===== src/rtl/assert_macros.svh =====
// Assertion macros shared by the RTL modules of the ant stepper.
// Depends on nothing; included by the files that carry assertions.
`ifndef ASSERT_MACROS_SVH
`define ASSERT_MACROS_SVH

// Same-cycle implication, disabled while reset is asserted.
`define TGAS_ASSERT_IMP(lbl, clk, rst_n, ante, cons) \
  lbl: assert property (@(posedge clk) disable iff (!rst_n) (ante) |-> (cons)) \
    else $error("tgas assertion failed");

// Next-cycle implication, disabled while reset is asserted.
`define TGAS_ASSERT_NXT(lbl, clk, rst_n, ante, cons) \
  lbl: assert property (@(posedge clk) disable iff (!rst_n) (ante) |=> (cons)) \
    else $error("tgas assertion failed");

`endif


===== src/rtl/tgas_pkg.sv =====
// Package for the triangular grid ant stepper: grid geometry, reset values,
// controller states and the controller-to-datapath command struct. No dependencies.
package tgas_pkg;

  localparam int GRID_WIDTH  = 64;
  localparam int GRID_HEIGHT = 32;
  localparam int NUM_CELLS   = GRID_WIDTH * GRID_HEIGHT;

  localparam int COL_W  = 6;
  localparam int ROW_W  = 5;
  localparam int ADDR_W = $clog2(NUM_CELLS);
  localparam int CLR_W  = 2;
  localparam int HEAD_W = 2;

  // Bias that keeps the heading sum positive before the modulo 3.
  localparam int TURN_BIAS = 6;

  localparam logic [COL_W-1:0] POS_COL_RST = COL_W'((GRID_WIDTH / 2) % GRID_WIDTH);
  localparam logic [ROW_W-1:0] POS_ROW_RST = ROW_W'((GRID_HEIGHT / 2 + 1) % GRID_HEIGHT);
  localparam logic [HEAD_W-1:0] HEADING_RST = 2'd1;
  localparam logic ORIENT_RST = POS_COL_RST[0] ^ POS_ROW_RST[0];

  localparam logic [CLR_W-1:0] RULE0_RST = 2'd0;
  localparam logic [CLR_W-1:0] RULE1_RST = 2'd1;
  localparam logic [CLR_W-1:0] RULE2_RST = 2'd2;

  // Configuration register indexes.
  localparam logic [1:0] CFG_RULE0 = 2'd0;
  localparam logic [1:0] CFG_RULE1 = 2'd1;
  localparam logic [1:0] CFG_RULE2 = 2'd2;

  // Request commands.
  localparam logic CMD_STEP = 1'b0;
  localparam logic CMD_READ = 1'b1;

  typedef enum logic [1:0] {
    ST_CLEAR,
    ST_IDLE,
    ST_EXEC
  } tgas_state_t;

  typedef struct packed {
    logic              clear_we;
    logic [ADDR_W-1:0] clear_addr;
    logic              load;
    logic              exec;
  } tgas_cmd_t;

endpackage


===== src/rtl/tgas_ctrl.sv =====
// Controller of the ant stepper: grid clearing sweep, request sequencing, result strobe.
// Depends on tgas_pkg and assert_macros.svh.
`include "assert_macros.svh"

module tgas_ctrl
  import tgas_pkg::*;
(
  input  logic      clk,
  input  logic      rst_n,
  input  logic      start,
  output logic      busy,
  output logic      out_valid,
  output tgas_cmd_t cmd
);

  tgas_state_t       state_r, state_nxt;
  logic [ADDR_W-1:0] clr_cnt_r, clr_cnt_nxt;
  logic              out_valid_r, out_valid_nxt;
  logic              accept;
  logic              clr_last;

  assign clr_last = (clr_cnt_r == ADDR_W'(NUM_CELLS - 1));
  assign accept   = start && (state_r == ST_IDLE);

  always_comb begin
    state_nxt = state_r;
    unique case (state_r)
      ST_CLEAR: if (clr_last) state_nxt = ST_IDLE;
      ST_IDLE:  if (start) state_nxt = ST_EXEC;
      ST_EXEC:  state_nxt = ST_IDLE;
      default:  state_nxt = ST_CLEAR;
    endcase
  end

  always_comb begin
    cmd           = '0;
    busy          = 1'b1;
    clr_cnt_nxt   = clr_cnt_r;
    out_valid_nxt = 1'b0;
    unique case (state_r)
      ST_CLEAR: begin
        cmd.clear_we   = 1'b1;
        cmd.clear_addr = clr_cnt_r;
        clr_cnt_nxt    = clr_cnt_r + 1'b1;
      end
      ST_IDLE: begin
        busy     = 1'b0;
        cmd.load = start;
      end
      ST_EXEC: begin
        cmd.exec      = 1'b1;
        out_valid_nxt = 1'b1;
      end
      default: begin
        busy = 1'b1;
      end
    endcase
  end

  always_ff @(posedge clk) begin
    if (!rst_n) begin
      state_r     <= ST_CLEAR;
      clr_cnt_r   <= '0;
      out_valid_r <= 1'b0;
    end else begin
      state_r     <= state_nxt;
      clr_cnt_r   <= clr_cnt_nxt;
      out_valid_r <= out_valid_nxt;
    end
  end

  assign out_valid = out_valid_r;

  `TGAS_ASSERT_NXT(a_accept_exec, clk, rst_n, accept, state_r == ST_EXEC)
  `TGAS_ASSERT_NXT(a_exec_strobe, clk, rst_n, state_r == ST_EXEC, out_valid_r && !busy)
  `TGAS_ASSERT_NXT(a_strobe_single, clk, rst_n, out_valid_r, !out_valid_r)
  `TGAS_ASSERT_NXT(a_clear_done, clk, rst_n, (state_r == ST_CLEAR) && clr_last,
                   state_r == ST_IDLE)

endmodule


===== config.mk =====
export PLATFORM = sky130hd
export DESIGN_NAME = tgas_ctrl
export DESIGN_NICKNAME = d
export VERILOG_FILES = /design/src/rtl/tgas_pkg.sv /design/src/rtl/tgas_ctrl.sv
export VERILOG_INCLUDE_DIRS = /design/src /design/src/rtl
export SDC_FILE = /design/constraint.sdc
export NUM_CORES = 1
export LEC_CHECK = 0
export ABC_AREA = 0
export BUFFER_PORTS_ARGS = -buffer_cell sky130_fd_sc_hd__buf_2
export CORE_MARGIN = 2
export CORE_UTILIZATION = 53
export DETAILED_ROUTE_END_ITERATION = 8
export HOLD_SLACK_MARGIN = 0.08
export PLACE_DENSITY_LB_ADDON = 0.1
export SKIP_LAST_GASP = 1
export SLEW_MARGIN = 10
export SYNTH_ARGS = -nofsm -noshare
export SYNTH_HDL_FRONTEND = slang
export SYNTH_SLANG_ARGS = --single-unit

===== constraint.sdc =====
create_clock -name clk -period 4 [get_ports clk]
set_input_delay 0.4 -clock clk [delete_from_list [all_inputs] [get_ports clk]]
set_output_delay 0.4 -clock clk [all_outputs]
set_load 0.03 [all_outputs]

After elaboration in Yosys (flattened, before gate mapping):

Index checks and enable logic that the tools add are counted.

* output and inout port bits: 16
* register bits after elaboration: 14

* add/sub/neg operators: 1
* reductions and logical operators: 2
* equality and inequality tests: 5
* mux-type cells: 7

Operator list (count)
* 12-bit 2-to-1 mux: 1
* 11-bit by 1-bit adder with 11-bit output, second input constant: 1
* 11-bit == test, second input constant: 1
* 2-bit one-hot mux with 3 select lines: 1
* 2-bit 2-to-1 mux: 2
* 2-bit != test, second input constant: 2
* 1-bit 2-to-1 mux: 3
* 2-bit by 1-bit == test with 1-bit output, second input constant: 1
* 2-bit == test, second input constant: 1
* 2-bit zero test: 1
* 2-bit AND reduction: 1

Logic depth before layout (Yosys ltp):

* depth in word-level cells: 3
* mapped depth: 5
* mapped depth without buffers: 4

Worst setup path after synthesis:

Ideal clock, no wire load.

* path kind: reg2out
* from: register state_r[1]
* to: output cmd[10] (netlist bit)
* data arrival time: 1.580 ns
* path slack: 2.020 ns
* stages on the path, launching flop included: 6
* data required time: 3.600 ns
* buffers on the path: 2
* path through: dfxtp_1 > or2_1 > clkbuf_1 > inv_1 > clkbuf_1 > and2_1

RTL lines
* start, declared: RTL line tgas_ctrl.sv:16 `tgas_state_t state_r, state_nxt;`
* start signal, assigned: RTL line tgas_ctrl.sv:66 `state_r <= state_nxt;`
* end, declared: RTL line tgas_ctrl.sv:13 `output tgas_cmd_t cmd`

==> summary.txt <==
Layout
  • Commonest non-fill, non-tap cell in the layout: buf_2
  • P&R area growth vs syn: 17.8%
  • Most frequent cells in the layout: 18 x buf_2, 14 x dfxtp_1, 11 x and2_1, 8 x nand2_1, 7 x a21oi_1
  • Area of the multi-input gates: 388 um2
  • Post-route cell area: 828 um2
  • Share of cells above drive strength 1: 0.212
  • Final net count: 109
  • Cell Count, Final, Fillers Out: 119
  • Fill count: 122
  • Seq. cell area: 280 um2
  • Antenna diodes: 0

Place
  • HPWL Detailed: 969 um
  • Port Buffers: 18
  • Placed cell area: 792 um2
  • Routability congestion estimate from global placement: 0.768
  • Cell Count Post-Placement: 115

Timing
  • Unrepaired setup endpoints after global routing: false
  • Slew headroom: 0.774
  • Final setup viols: 0
  • Final Hold Vio Count: 0
  • TNS Setup: 0 ps
  • Worst Hold Slack: 377 ps
  • Fmax: 504 MHz
  • Fin crit share: 0.496
  • Final min period: 1980 ps
  • Actual slew at the worst max-slew pin: 335 ps
  • Setup Skew: 4.70 ps
  • Max-slew violation count: 0

Logic synthesis
  • Post-synth ARST share: 0
  • Netlist cell types: 27
  • Sequential fraction of the synthesis area: 0.399
  • Post-synth EDFFs: 0
  • Net count after synthesis: 90
  • Share of the synthesized area in the top cell type: 0.399
  • Cell taking the most area after synthesis: dfxtp_1
  • Synth Instances: 86
  • Ys Warns: 0
  • Netlist Area Pre-Place: 703 um2
  • FF+latch count, synth: 14
  • Synth Flop Type: dfxtp_1
  • Top cells by area, synth: dfxtp_1 40%, and2_1 9.8%, a21oi_1 5.0%, nand2_1 4.3%, nand2b_1 3.6%
  • Synth Area per Inst: 8.18 um2

Worst setup path
  • CP Capture Type: output port
  • Startpoint Class: flip-flop
  • Crit path max fanout: 13
  • FF-to-FF setup slack: 2370 ps
  • Crit path max-delay family: simple AND/OR/NAND/NOR gates
  • Worst EP arrival: 1580 ps
  • Worst-path cell chain: or2_1, inv_1, and2_1, buf_2
  • CP peak stage delay: 350 ps
  • WP buf/inv: 2
  • Crit path required time: 3600 ps
  • Slowest cell on the critical path: dfxtp_1
  • Critical setup path kind: flip-flop to output port

CTS
  • CTS tree: built
  • H-tree depth: 1
  • Worst-skew pair later-pin latency: 270 ps
  • Post-CTS Setup Inserts: 0
  • # hold bufs at CTS: 0
  • Clock Path Buffers: 2
  • CTS Sinks: 14
  • Post_cts resized: 0
  • CTS Root Cell: clkbuf_4
  • Worst-path clk slew: 90 ps
  • Num CTS Buffers: 3

GRT
  • Largest net degree at the start of global routing: 14
  • First-pass GRT wire length: 2.04 mm
  • Initial antenna violation count: 0
  • Vias in the first global route: 475
  • Total gr overflow: 0
  • Total Routing Usage GR: 0.187

Detailed routing
  • Drt pass-1 iters: 4
  • DRC Markers: 0
  • Antenna-violating nets left: 0
  • Vias: 626
  • DR iter-0 viols: 6
  • Total routed wirelength: 1.33 mm
  • Mean routed wirelength per cell: 11.2 um
  • Vias per inst: 5.26

Power
  • Power per cell area: 323 nW/um2
  • Worst VDD drop: 210 uV
  • Power consumption: 0.000268 W
  • Leak: 0.345 nW

Job
  • Max-cap violations: 0

Die
  • Chip width: 40.4 um
  • Cell row count: 13
  • Die footprint: 1630 um2
  • Core Area: 1270 um2
  • Initial core utilization: 0.554
  • I/O pin cnt: 19
  • Die Y-Extent: 40.4 um

Hold path
  • Hold Crit Class: input pin to flip-flop

Status
  • Status: finished, final reports clean
## synthesized netlist by cell type (all sizes together) (2+ instances only)
library cell  instances
dfxtp                14
mux2i                 2
xnor2                 2
buf                   2
nor4                  3
inv                   3
or3                   3
nand2b                4
nand4                 3
clkbuf                2
o31ai                 3
nand2                 8
nor2                  4
or4                   3
a21oi                 7
and2                 11
o21ai                 3
## layout make-up
type	count	share of cell area
well taps	15	0.0227
repair buffers	18	0.109
multi-input cells	64	0.468
flip-flops and latches	14	0.338
clock buffers	4	0.0438
inverters	4	0.0181
## metal layers
metal | routed length [um] | part of all wire | global-route usage
met5 | 0 | 0 | 0
met4 | 12 | 0.0090 | 0.100
met1 | 657 | 0.49 | 0.241
met2 | 603 | 0.45 | 0.294
met3 | 57 | 0.043 | 0.0333
## kinds of logic after synthesis
logic type                 count (synthesis)  synth area share
xor gates and xnor gates                   2            0.0249
and+or+nand+nor                           45             0.365
buffers and inverters                      8            0.0498
DFF                                       14             0.399
adders and majority gates                  1            0.0178
muxes                                      2            0.0285
AOI/OAI and AO/OA                         14             0.116
## stage by stage
stage / util / setup WS [ps]
6_report: 0.653 / 2020
5_1_grt: 0.653 / 1880
4_1_cts: 0.653 / 2000
3_5_place_dp: 0.624 / 2310
3_3_place_gp: 0.624 / 2360
2_1_floorplan: - / 2020
## registers in the layout, summed over array words and instances (netlist names)
signal,cells
state_r,2
out_valid,1
clr_cnt_r,11
## report_power, final
group	internal [W]	switching [W]
logic	0.00000759	0.0000141
registers	0.000142	0.00000295
clock network	0.0000553	0.0000461
total	0.000205	0.0000631
## final timing paths
path | startpoint | endpoint | depth (start not counted)
setup / recovery | state_r[0]$_SDFFE_PN0P_ | cmd[3] | 4
hold / removal | start | state_r[1]$_SDFFE_PN0P_ | 3
hold reg to reg | clr_cnt_r[10]$_SDFFE_PN0N_ | clr_cnt_r[10]$_SDFFE_PN0N_ | 2
setup reg to reg | clr_cnt_r[0]$_SDFFE_PN0N_ | clr_cnt_r[7]$_SDFFE_PN0N_ | 3
## worst min-delay path, stage by stage
cell    delay (ps)
buf_2          100
inv_1           60
nor3_1          50
(Power assumes the default switching activity.)
